File: src/rtl/infix_to_postfix_converter_unit_assert.svh
// Assertion macros used by itp_stack; empty when SYNTH is set.
`ifndef INFIX_TO_POSTFIX_CONVERTER_UNIT_ASSERT_SVH
`define INFIX_TO_POSTFIX_CONVERTER_UNIT_ASSERT_SVH

`ifndef SYNTH
// same-cycle implication
`define ITP_ASSERT_IMP(name, ante, cons) \
   name: assert property (@(posedge clock) disable iff (reset) (ante) |-> (cons)) \
      else $error("itp: same-cycle check failed");
// next-cycle implication
`define ITP_ASSERT_NXT(name, ante, cons) \
   name: assert property (@(posedge clock) disable iff (reset) (ante) |=> (cons)) \
      else $error("itp: next-cycle check failed");
`else
`define ITP_ASSERT_IMP(name, ante, cons)
`define ITP_ASSERT_NXT(name, ante, cons)
`endif

`endif

File: src/rtl/itp_pkg.sv
`timescale 1ns / 1ps

package itp_pkg;

   // operator stack geometry
   localparam int STACK_DEPTH = 32;
   localparam int TOP_W       = $clog2(STACK_DEPTH);

   // ASCII characters of interest
   localparam logic [7:0] CH_MUL    = 8'h2A;
   localparam logic [7:0] CH_DIV    = 8'h2F;
   localparam logic [7:0] CH_ADD    = 8'h2B;
   localparam logic [7:0] CH_SUB    = 8'h2D;
   localparam logic [7:0] CH_LPAREN = 8'h28;
   localparam logic [7:0] CH_RPAREN = 8'h29;
   localparam logic [7:0] CH_EQ     = 8'h3D;
   localparam logic [7:0] CH_DOT    = 8'h2E;

   // result error codes
   localparam logic [2:0] ERR_NONE      = 3'd0;
   localparam logic [2:0] ERR_INVALID   = 3'd1;
   localparam logic [2:0] ERR_UNMATCHED = 3'd2;
   localparam logic [2:0] ERR_OVERFLOW  = 3'd3;
   localparam logic [2:0] ERR_UNCLOSED  = 3'd4;

   // rank that no stacked symbol reaches: '(' pops nothing
   localparam logic [1:0] RANK_NONE = 2'd3;

   // compact code of a stacked symbol
   typedef enum logic [2:0] {
      CODE_LPAREN = 3'd0,
      CODE_ADD    = 3'd1,
      CODE_SUB    = 3'd2,
      CODE_MUL    = 3'd3,
      CODE_DIV    = 3'd4
   } op_code_type;

   // stack command from the sequencer
   typedef struct packed {
      logic        push;
      logic        pop;
      logic        clear;
      op_code_type code;
      logic [1:0]  min_rank;
   } stk_cmd_type;

   // stack status back to the sequencer
   typedef struct packed {
      op_code_type top_code;
      logic        pop_ok;
      logic        empty;
      logic        full;
   } stk_sts_type;

   // one result word
   typedef struct packed {
      logic [7:0] out_char;
      logic       symbol_valid;
      logic       expression_done;
      logic [2:0] error_code;
      logic       last_result;
   } res_type;

   function automatic logic [1:0] rank_of(input op_code_type code);
      logic [1:0] r;
      case (code)
         CODE_MUL, CODE_DIV: r = 2'd2;
         CODE_ADD, CODE_SUB: r = 2'd1;
         default:            r = 2'd0;
      endcase
      return r;
   endfunction

   function automatic logic [7:0] code_char(input op_code_type code);
      logic [7:0] ch;
      case (code)
         CODE_MUL: ch = CH_MUL;
         CODE_DIV: ch = CH_DIV;
         CODE_ADD: ch = CH_ADD;
         CODE_SUB: ch = CH_SUB;
         default:  ch = CH_LPAREN;
      endcase
      return ch;
   endfunction

endpackage

File: src/rtl/itp_stack.sv
`timescale 1ns / 1ps
`include "infix_to_postfix_converter_unit_assert.svh"

module itp_stack import itp_pkg::*; (
   input  logic        clock,
   input  logic        reset,
   input  stk_cmd_type cmd,
   output stk_sts_type sts
);

   // entry zero is the implicit '(' sentinel, never stored
   op_code_type       stk_ff [STACK_DEPTH];
   logic [TOP_W-1:0]  top_ff;
   logic [TOP_W-1:0]  top_in;
   logic [TOP_W-1:0]  top_inc;
   logic [1:0]        top_rank;

   assign top_inc = top_ff + 1'b1;

   // pointer update
   always_comb begin
      top_in = top_ff;
      if (cmd.clear) begin
         top_in = '0;
      end else if (cmd.push) begin
         top_in = top_inc;
      end else if (cmd.pop) begin
         top_in = top_ff - 1'b1;
      end
   end

   always_ff @(posedge clock) begin
      if (reset) begin
         top_ff <= '0;
      end else begin
         top_ff <= top_in;
      end
   end

   // storage write
   always_ff @(posedge clock) begin
      if (cmd.push && !cmd.clear) begin
         stk_ff[top_inc] <= cmd.code;
      end
   end

   // shared rank compare on the top entry
   assign top_rank     = rank_of(stk_ff[top_ff]);
   assign sts.top_code = stk_ff[top_ff];
   assign sts.empty    = (top_ff == '0);
   assign sts.full     = (top_ff == TOP_W'(STACK_DEPTH - 1));
   assign sts.pop_ok   = !sts.empty && (top_rank != 2'd0) && (top_rank >= cmd.min_rank);

   `ITP_ASSERT_IMP(a_push_not_full, cmd.push, top_ff != TOP_W'(STACK_DEPTH - 1))
   `ITP_ASSERT_IMP(a_pop_not_empty, cmd.pop, top_ff != '0)
   `ITP_ASSERT_IMP(a_single_op, cmd.push, !cmd.pop && !cmd.clear)
   `ITP_ASSERT_NXT(a_clear_empties, cmd.clear, top_ff == '0)

endmodule

File: src/rtl/itp_ctrl.sv
`timescale 1ns / 1ps

module itp_ctrl import itp_pkg::*; (
   input  logic        clock,
   input  logic        reset,
   input  logic        req_valid,
   output logic        req_ready,
   input  logic [7:0]  req_char,
   output stk_cmd_type stk_cmd,
   input  stk_sts_type stk_sts,
   output logic        res_valid,
   input  logic        res_ready,
   output res_type     res
);

   typedef enum logic [2:0] {
      ST_IDLE  = 3'b001,
      ST_POP   = 3'b010,
      ST_FLUSH = 3'b100
   } state_type;

   typedef enum logic [2:0] {
      CLS_OPERAND,
      CLS_OP,
      CLS_OPEN,
      CLS_CLOSE,
      CLS_EQ,
      CLS_BAD
   } cls_type;

   state_type   state_ff, state_in;
   cls_type     cls_ff, cls_in;
   op_code_type code_ff, code_in;
   logic [1:0]  rank_ff, rank_in;
   logic        hold_valid_ff, hold_valid_in;
   logic [7:0]  hold_char_ff, hold_char_in;
   logic        term_valid_ff, term_valid_in;
   logic [7:0]  term_char_ff, term_char_in;
   logic        term_sym_ff, term_sym_in;
   logic        term_done_ff, term_done_in;
   logic [2:0]  term_err_ff, term_err_in;
   cls_type     req_cls;
   op_code_type req_code;

   function automatic cls_type classify(input logic [7:0] c);
      cls_type k;
      if ((c >= 8'h30 && c <= 8'h39) || (c >= 8'h61 && c <= 8'h7A) ||
          (c >= 8'h41 && c <= 8'h5A) || c == CH_DOT) begin
         k = CLS_OPERAND;
      end else if (c == CH_MUL || c == CH_DIV || c == CH_ADD || c == CH_SUB) begin
         k = CLS_OP;
      end else if (c == CH_LPAREN) begin
         k = CLS_OPEN;
      end else if (c == CH_RPAREN) begin
         k = CLS_CLOSE;
      end else if (c == CH_EQ) begin
         k = CLS_EQ;
      end else begin
         k = CLS_BAD;
      end
      return k;
   endfunction

   function automatic op_code_type encode(input logic [7:0] c);
      op_code_type k;
      case (c)
         CH_MUL:  k = CODE_MUL;
         CH_DIV:  k = CODE_DIV;
         CH_ADD:  k = CODE_ADD;
         CH_SUB:  k = CODE_SUB;
         default: k = CODE_LPAREN;
      endcase
      return k;
   endfunction

   assign req_cls  = classify(req_char);
   assign req_code = encode(req_char);
   assign req_ready = (state_ff == ST_IDLE);

   // sequencer
   always_comb begin
      state_in      = state_ff;
      cls_in        = cls_ff;
      code_in       = code_ff;
      rank_in       = rank_ff;
      hold_valid_in = hold_valid_ff;
      hold_char_in  = hold_char_ff;
      term_valid_in = term_valid_ff;
      term_char_in  = term_char_ff;
      term_sym_in   = term_sym_ff;
      term_done_in  = term_done_ff;
      term_err_in   = term_err_ff;

      stk_cmd.push     = 1'b0;
      stk_cmd.pop      = 1'b0;
      stk_cmd.clear    = 1'b0;
      stk_cmd.code     = code_ff;
      stk_cmd.min_rank = rank_ff;

      res_valid           = 1'b0;
      res.out_char        = hold_char_ff;
      res.symbol_valid    = 1'b1;
      res.expression_done = 1'b0;
      res.error_code      = ERR_NONE;
      res.last_result     = 1'b0;

      case (state_ff)
         ST_IDLE: begin
            if (req_valid) begin
               cls_in        = req_cls;
               code_in       = req_code;
               hold_valid_in = 1'b0;
               term_valid_in = 1'b0;
               term_char_in  = 8'h00;
               term_sym_in   = 1'b0;
               term_done_in  = 1'b0;
               term_err_in   = ERR_NONE;
               state_in      = ST_POP;
               case (req_cls)
                  CLS_OPERAND: begin
                     term_valid_in = 1'b1;
                     term_char_in  = req_char;
                     term_sym_in   = 1'b1;
                     state_in      = ST_FLUSH;
                  end
                  CLS_BAD: begin
                     term_valid_in = 1'b1;
                     term_err_in   = ERR_INVALID;
                     stk_cmd.clear = 1'b1;
                     state_in      = ST_FLUSH;
                  end
                  CLS_OP: begin
                     rank_in = rank_of(req_code);
                  end
                  CLS_OPEN: begin
                     rank_in = RANK_NONE;
                  end
                  default: begin
                     rank_in = 2'd1;
                  end
               endcase
            end
         end

         ST_POP: begin
            if (stk_sts.pop_ok) begin
               // pop one operator; the held one goes out as a non-final word
               if (!hold_valid_ff || res_ready) begin
                  res_valid     = hold_valid_ff;
                  hold_valid_in = 1'b1;
                  hold_char_in  = code_char(stk_sts.top_code);
                  stk_cmd.pop   = 1'b1;
               end
            end else begin
               state_in = ST_FLUSH;
               case (cls_ff)
                  CLS_OP, CLS_OPEN: begin
                     if (stk_sts.full) begin
                        term_valid_in = 1'b1;
                        term_err_in   = ERR_OVERFLOW;
                        stk_cmd.clear = 1'b1;
                     end else begin
                        stk_cmd.push = 1'b1;
                     end
                  end
                  CLS_CLOSE: begin
                     if (stk_sts.empty) begin
                        term_valid_in = 1'b1;
                        term_err_in   = ERR_UNMATCHED;
                        stk_cmd.clear = 1'b1;
                     end else begin
                        // drop the matching '('
                        stk_cmd.pop = 1'b1;
                     end
                  end
                  CLS_EQ: begin
                     term_valid_in = 1'b1;
                     stk_cmd.clear = 1'b1;
                     if (stk_sts.empty) begin
                        term_done_in = 1'b1;
                     end else begin
                        term_err_in = ERR_UNCLOSED;
                     end
                  end
                  default: begin
                     state_in = ST_FLUSH;
                  end
               endcase
            end
         end

         ST_FLUSH: begin
            if (hold_valid_ff) begin
               res_valid       = 1'b1;
               res.last_result = !term_valid_ff;
               if (res_ready) begin
                  hold_valid_in = 1'b0;
               end
            end else if (term_valid_ff) begin
               res_valid           = 1'b1;
               res.out_char        = term_char_ff;
               res.symbol_valid    = term_sym_ff;
               res.expression_done = term_done_ff;
               res.error_code      = term_err_ff;
               res.last_result     = 1'b1;
               if (res_ready) begin
                  term_valid_in = 1'b0;
               end
            end else begin
               state_in = ST_IDLE;
            end
         end

         default: begin
            state_in = ST_IDLE;
         end
      endcase
   end

   // control state
   always_ff @(posedge clock) begin
      if (reset) begin
         state_ff      <= ST_IDLE;
         hold_valid_ff <= 1'b0;
         term_valid_ff <= 1'b0;
      end else begin
         state_ff      <= state_in;
         hold_valid_ff <= hold_valid_in;
         term_valid_ff <= term_valid_in;
      end
   end

   // payload
   always_ff @(posedge clock) begin
      cls_ff       <= cls_in;
      code_ff      <= code_in;
      rank_ff      <= rank_in;
      hold_char_ff <= hold_char_in;
      term_char_ff <= term_char_in;
      term_sym_ff  <= term_sym_in;
      term_done_ff <= term_done_in;
      term_err_ff  <= term_err_in;
   end

endmodule

File: src/rtl/infix_to_postfix_converter_unit.sv
// Infix to postfix converter (shunting-yard) with a 32-entry operator stack.
// req_* : one ASCII character of an infix expression per word; '=' ends it.
// rsp_* : postfix words, one per result; rsp_tlast marks the last word that
//         an input character causes. A pure push ('(' or an operator with
//         nothing to pop) or a ')' with nothing above its '(' causes no word.
// Errors (bad character, unmatched ')', stack overflow, unclosed '(') give
// one error word and reset the stack, as '=' also does.
// One input character is taken at a time; req_tready is low while it works.
// An operand or bad character gives a single word from ST_FLUSH. An operator
// or ')' first pops entries in ST_POP, then pushes itself or drops the
// matching '('; '=' pops operators, then gives its done or error word.
// The sequencer pops one stack entry per cycle, while the output takes
// words, through a single rank compare on the stack top.
// A stalled rsp_tready holds the output register and then stalls the
// sequencer; nothing is dropped. Reset is synchronous: the stack is empty
// (only the '(' sentinel), no word is pending and the block is ready.
`timescale 1ns / 1ps

module infix_to_postfix_converter_unit import itp_pkg::*; (
   input  logic       clock,
   input  logic       reset,
   input  logic       req_tvalid,
   output logic       req_tready,
   input  logic [7:0] req_tdata,   // [7:0] in_char
   output logic       rsp_tvalid,
   input  logic       rsp_tready,
   output logic [7:0] rsp_tdata,   // [7:0] out_char
   output logic [4:0] rsp_tuser,   // [0] symbol_valid, [1] expression_done, [4:2] error_code
   output logic       rsp_tlast    // last_result
);

   stk_cmd_type stk_cmd;
   stk_sts_type stk_sts;
   logic        res_valid;
   logic        res_ready;
   res_type     res;
   logic        rsp_valid_ff, rsp_valid_in;
   res_type     rsp_data_ff;

   itp_stack u_stack (
      .clock (clock),
      .reset (reset),
      .cmd   (stk_cmd),
      .sts   (stk_sts)
   );

   itp_ctrl u_ctrl (
      .clock     (clock),
      .reset     (reset),
      .req_valid (req_tvalid),
      .req_ready (req_tready),
      .req_char  (req_tdata),
      .stk_cmd   (stk_cmd),
      .stk_sts   (stk_sts),
      .res_valid (res_valid),
      .res_ready (res_ready),
      .res       (res)
   );

   // output register
   assign res_ready = !rsp_valid_ff || rsp_tready;

   always_comb begin
      rsp_valid_in = rsp_valid_ff;
      if (res_valid && res_ready) begin
         rsp_valid_in = 1'b1;
      end else if (rsp_tready) begin
         rsp_valid_in = 1'b0;
      end
   end

   always_ff @(posedge clock) begin
      if (reset) begin
         rsp_valid_ff <= 1'b0;
      end else begin
         rsp_valid_ff <= rsp_valid_in;
      end
   end

   always_ff @(posedge clock) begin
      if (res_valid && res_ready) begin
         rsp_data_ff <= res;
      end
   end

   assign rsp_tvalid = rsp_valid_ff;
   assign rsp_tdata  = rsp_data_ff.out_char;
   assign rsp_tuser  = {rsp_data_ff.error_code, rsp_data_ff.expression_done,
                        rsp_data_ff.symbol_valid};
   assign rsp_tlast  = rsp_data_ff.last_result;

endmodule
File: config.mk
export PLATFORM = sky130hd
export DESIGN_NAME = infix_to_postfix_converter_unit
export DESIGN_NICKNAME = d
export VERILOG_FILES = /design/src/rtl/itp_pkg.sv /design/src/rtl/itp_stack.sv /design/src/rtl/itp_ctrl.sv /design/src/rtl/infix_to_postfix_converter_unit.sv
export VERILOG_INCLUDE_DIRS = /design/src /design/src/rtl
export SDC_FILE = /design/constraint.sdc
export NUM_CORES = 1
export LEC_CHECK = 0
export BUFFER_PORTS_ARGS = -buffer_cell sky130_fd_sc_hd__buf_2
export CAP_MARGIN = 20
export CORE_MARGIN = 2
export CORE_UTILIZATION = 55
export CTS_CLUSTER_SIZE = 30
export DETAILED_ROUTE_END_ITERATION = 7
export PLACE_DENSITY = 0.69
export SLEW_MARGIN = 20
export SYNTH_ARGS = -nofsm -noshare
export SYNTH_HDL_FRONTEND = slang
export SYNTH_SLANG_ARGS = --single-unit
File: constraint.sdc
create_clock -name clock -period 10.22 [get_ports clock]
set_clock_uncertainty 0.15 [all_clocks]
set_input_delay 0.511 -clock clock [delete_from_list [all_inputs] [get_ports clock]]
set_output_delay 0.511 -clock clock [all_outputs]
set_load 0.1 [all_outputs]
======== Word-level counts from Yosys, hierarchy flattened ========
Memories as Yosys holds them, arrays and structs flattened. A register that Yosys moved wholly into a read port is not among the register bits.
Cells that the tools add are included.
word-level totals
  output and inout port bits .............. 16
  memory bits (writable) .................. 96
  memories kept ........................... 1
  word-level logic and storage cells ...... 188
  bits in read-only memories .............. 0
  bits in latches ......................... 0
  flip-flop bits (word level) ............. 54
  bits of input ports ..................... 12
memory list
  name            words  bits a word  read ports  clocked after memory_dff  write ports  line             text
  u_stack.stk_ff  32     3            1           1                         1            itp_stack.sv:12  op_code_type stk_ff [STACK_DEPTH];
operators by class
  $lt $le $gt $ge ......................... 7
  add/sub/neg operators ................... 2
  shift-type cells ........................ 0
  multipliers ............................. 0
  bitwise operators ....................... 3
  equal/unequal tests ..................... 39
  mux-type cells .......................... 75
  div/mod/pow operators ................... 0
  reductions and logical operators ........ 43
operators by type and width
  kind                                                             number
  equality test 8 x 6 -> 1 bit (second input constant)             8
  2-to-1 mux 3 bit                                                 14
  2-to-1 mux 1 bit                                                 38
  2-to-1 mux 14 bit                                                2
  equality test 3 x 2 -> 1 bit (second input constant)             8
  one-hot mux 3 bit (4 select lines)                               2
  2-to-1 mux 5 bit                                                 4
  one-hot mux 3 bit (3 select lines)                               2
  >= comparator 8 x 7 -> 1 bit (second input constant)             2
  less-or-equal comparator 8 x 7 -> 1 bit (second input constant)  2
  equality test 3 x 1 -> 1 bit (second input constant)             5
  equality test 3 bit (second input constant)                      5
  != test 2 bit (second input constant)                            7
  AND reduction 7 bit                                              2
  OR reduction 2 bit                                               7
  2-to-1 mux 13 bit                                                1
  one-hot mux 1 bit (3 select lines)                               4
  != test 3 bit (second input constant)                            3
  >= comparator 8 x 6 -> 1 bit (second input constant)             1
  less-or-equal comparator 8 x 6 -> 1 bit (second input constant)  1
  logical OR 1 bit                                                 8
  one-hot mux 2 bit (2 select lines)                               2
  AND reduction 4 bit                                              2
  nonzero test 2 bit                                               4
  other kinds (20)                                                 35

======== Longest topological paths before layout ========
  depth in word-level cells ............... 14
  gate-level depth with buffers ........... 17
  gate-level depth less buffers ........... 13

======== By module ========
From an unflattened synthesis, not the netlist that was laid out.
unflattened totals
  cell total of the unflattened synthesis .. 450
  area, all modules ....................... 6762.7 µm²
by module, submodules not included
  module                           sequential area each (µm²)  instances  area each (µm²)  cells each
  itp_stack                        3083.0                      1          4521.8           259
  itp_ctrl                         820.8                       1          1765.4           172
  infix_to_postfix_converter_unit  440.4                       1          475.5            19

======== Worst setup path before layout ========
No wires, ideal clock.
  path kind ............................... flip-flop to flip-flop
  start point ............................. register (tool-made name)
  end point ............................... register rsp_data_ff, in the netlist rsp_tdata[0] (enable)
  clock period less this slack ............ 4.280 ns
  path slack .............................. 5.940 ns
  cell stages (with the launch flop) ...... 17
  setup time .............................. 0.384 ns
  arrival time ............................ 3.746 ns
  data required time ...................... 9.686 ns
  buffers on the path ..................... 3
  path through ............................ dfxtp_1 clkbuf_1 clkbuf_1 mux4_2 mux4_2 mux2i_2 xor2_1 nand2_1 ha_1 nand2b_1 a21oi_1 nor2_1 o21ai_1 buf_6 nor2_1 a21oi_1 nor2_1
RTL lines
  item                  line                                   text
  end signal, assigned  infix_to_postfix_converter_unit.sv:82  rsp_data_ff <= res;
  end, declared         infix_to_postfix_converter_unit.sv:38  res_type rsp_data_ff;

==> summary.md <==
| Metric | Value |
|---|---|
| Run status | `completed` |
| Final wirelength | `12000 um` |
| Arr. time, crit path | `4.96 ns` |
| Ratio of cells with drive above 1 in the final layout | `20.6%` |
| DRT antenna net count | `0` |
| Post-synth top area share | `61.0%` |
| Fillers | `836` |
| Number of flops mapped to enable cells by yosys | `134` |
| Ys Warns | `0` |
| # setup viols final | `0` |
| FMAX | `0.198 GHz` |
| H-tree levels | `4` |
| R2R Setup Slk | `5.18 ns` |
| Core Box Area | `between 10000 and 15000 um^2` |
| Port bufs | `27` |
| Syn Nets | `472` |
| Worst VDD drop | `0.159 mV` |
| Leak | `2.51 nW` |
| Synth unique cells | `52` |
| DP HPWL | `8250 um` |
| Area grow syn2layout | `13.0%` |
| Hold slack | `0.220 ns` |
| Syn Area/Cell | `14.6 um^2` |
| Hold Vio Cnt, Final | `0` |
| Synth top area cells | `edfxtp_1, mux4_2, dfxtp_1` |
| MaxCap Viol Count | `0` |
| CTS root buf | `clkbuf_16` |
| Grt total ovfl | `0` |
| Met2 WL | `approximately 5800 um` |
| Reg-to-Reg End | `u_stack.stk_ff[22][0]$_DFFE_PP_` |
| Initial DRC count | `around 280` |
| Diodes inserted | `0` |
| Async SR Flop Fraction | `0%` |
| Critical path peak fanout | `24` |
| Worst-Margin Slew | `~1 ns` |
| Post-layout nets | `502` |
| Critical Path RT | `10.14 ns` |
| Post-synth design cell area | `6590 um^2` |
| Fin. max-slew vios | `0` |
| Residual DRC count | `0` |
| DR WL/cell | `18.9 um` |
| CTS Buf Count | `17` |
| Clock buffer depth | `2` |
| Worst hold start | `reset` |
| Via/cell ratio | `approximately 5.9` |
| Die H | `between 100 and 150 um` |
| Chip Width | `113 um` |
| Area leader, netlist | `edfxtp_1` |
| Largest net degree at the start of global routing | `33` |
| Worst r2r path cells | `14` |
| CTS tree | `done` |
| Clock slew seen by the registers of the worst setup and hold paths | `0.06 ns` |
| Period Utilization, post-route | `49.4%` |
| Vias in the first global route | `3736` |
| Most frequent cells in the layout | `edfxtp_1, nor2_1, mux4_2` |
| Overall Global Routing Usage | `20.6%` |
| Power Density | `~180 nW/um^2` |
| Post-Syn Instances | `451` |
| Rows | `39` |
| Die area | `12900 um^2` |
| Dominant synthesized flop cell | `edfxtp_1` |
| #FFs+latches synth | `150` |
| First drt pass iteration count | `5` |
| # resized after CTS | `0` |
| Met1 wire length | `~5500 um` |
| Via Count | `between 3000 and 4000` |
| GP Congestion | `0.838` |
| IO Count | `28` |
| RSZ-0062 raised after global routing | `no` |
| Highest routed metal layer | `met4` |
| Leading cell type in the layout, fill and taps excluded | `edfxtp_1` |
| Total clock sinks | `150` |
| Critical path type | `reg -> reg` |
| Metal3 WL | `between 600 and 700 um` |
| Worst-skew pair later-pin latency | `0.41 ns` |
| Initial Util | `between 50% and 60%` |
| Initial antenna violation count | `0` |
| Slew Limit Headroom | `32.0%` |
| Hold Crit Class | `in -> reg` |
| Register area share after synthesis | `between 60 and 70%` |
| First-pass GRT wire length | `19700 um` |
| Crit. End Element | `register` |
| Crit path to | `u_stack.stk_ff[22][0]$_DFFE_PP_` |
| Setup Buffers After CTS | `0` |
| Worst Setup Start Kind | `register` |
| Setup_tns | `0 ns` |
| Cts hold-fix bufs | `0` |
| Min cycle time layout | `5.04 ns` |
## worst min path at each step
stage	to	cells past startpoint	slack, ns
floorplan	rsp_tdata[3]$_SDFFCE_PP1P_	1	0.33
CTS	u_ctrl.hold_valid_ff$_SDFFE_PP0P_	2	0.21
detailed placement	rsp_tdata[3]$_SDFFCE_PP1P_	1	0.34
global route	u_ctrl.hold_valid_ff$_SDFFE_PP0P_	2	0.21
finish	u_ctrl.hold_valid_ff$_SDFFE_PP0P_	2	0.22
global placement	rsp_tuser[0]$_SDFFCE_PP1P_	1	0.34
## layer usage
layer,vias up,track usage [%]
met5,-,0
met4,0,7.15
met3,6,5.69
met2,94,31.8
met1,1872,28.6
li1,1762,-
## cells by family after synthesis
kind of cell	after synthesis	share of synthesized area (%)
simple gates	157	11.7
compound gates	51	5.24
xor+xnor	7	0.930
buf+inv	33	2.28
other cells	1	0.0569
flops	150	65.9
fa+ha+maj	9	1.71
mux	43	12.2
## stage by stage
| stage | worst slack, ns | util, % | power [W] | instance area (um^2) | std cells |
|---|---|---|---|---|---|
| 2_1_floorplan | 5.94 | - | 0.000756 | 6590 | 451 |
| 3_3_place_gp | 5.02 | 59.0 | 0.000775 | 6820 | 603 |
| 3_5_place_dp | 5.12 | 59.0 | 0.000777 | 6830 | 603 |
| 4_1_cts | 5.12 | 64.1 | 0.00138 | 7410 | 635 |
| 5_1_grt | 4.82 | 64.4 | 0.00143 | 7450 | 637 |
| 6_report | 5.18 | 64.4 | 0.00138 | 7450 | 637 |
## state kept, by name, indices dropped and copies added (netlist names), 2 cells and up, named ones only
signal and flops:
rsp_tdata 8, rsp_tuser 5, u_ctrl.cls_ff 3, u_ctrl.code_ff 3, u_ctrl.hold_char_ff 3, u_ctrl.rank_ff 2, u_ctrl.state_ff 3, u_ctrl.term_char_ff 8
u_ctrl.term_err_ff 3, u_stack.stk_ff 96, u_stack.top_ff 5
## power breakdown
group	total, W	leakage [nW]	internal (W)	switching (W)
registers	0.000702	1.37	0.000688	0.0000139
clock network	0.000610	0.277	0.000382	0.000228
logic	0.0000645	0.860	0.0000191	0.0000454
total	0.00138	2.51	0.00109	0.000288
## final cells by class
cell class,count,area [um^2],area share [%]
sequential,150,4350,58.3
multi-input combinational,268,2100,28.2
clock buffer,19,433,5.81
timing repair buffer,32,190,2.55
tap,143,179,2.40
clock inverter,13,156,2.10
inverter,12,45.0,0.605
## critical path, cell delays in order, from the launching register on
cell,delay [ns]
dfxtp_1,0.31
buf_4,0.41
mux4_2,0.60
mux4_2,0.51
mux2i_2,0.28
xor2_1,0.18
nand2_1,0.10
ha_1,0.27
nand2b_1,0.14
a21oi_1,0.14
nor2_1,0.05
o21ai_1,0.45
and3_1,0.40
nand2_1,0.29
nor2_1,0.41
## synthesized netlist by cell type, drive strengths merged, types with 6 or more instances
cell type,number
nor2,61
mux4,28
mux2i,9
nand2,24
mux2,6
nand3,7
clkbuf,13
nand2b,13
dfxtp,16
and2,18
inv,12
a21oi,17
edfxtp,134
buf,8
o21ai,8
nor3,9
ha,9
(Power assumes the default switching activity.)
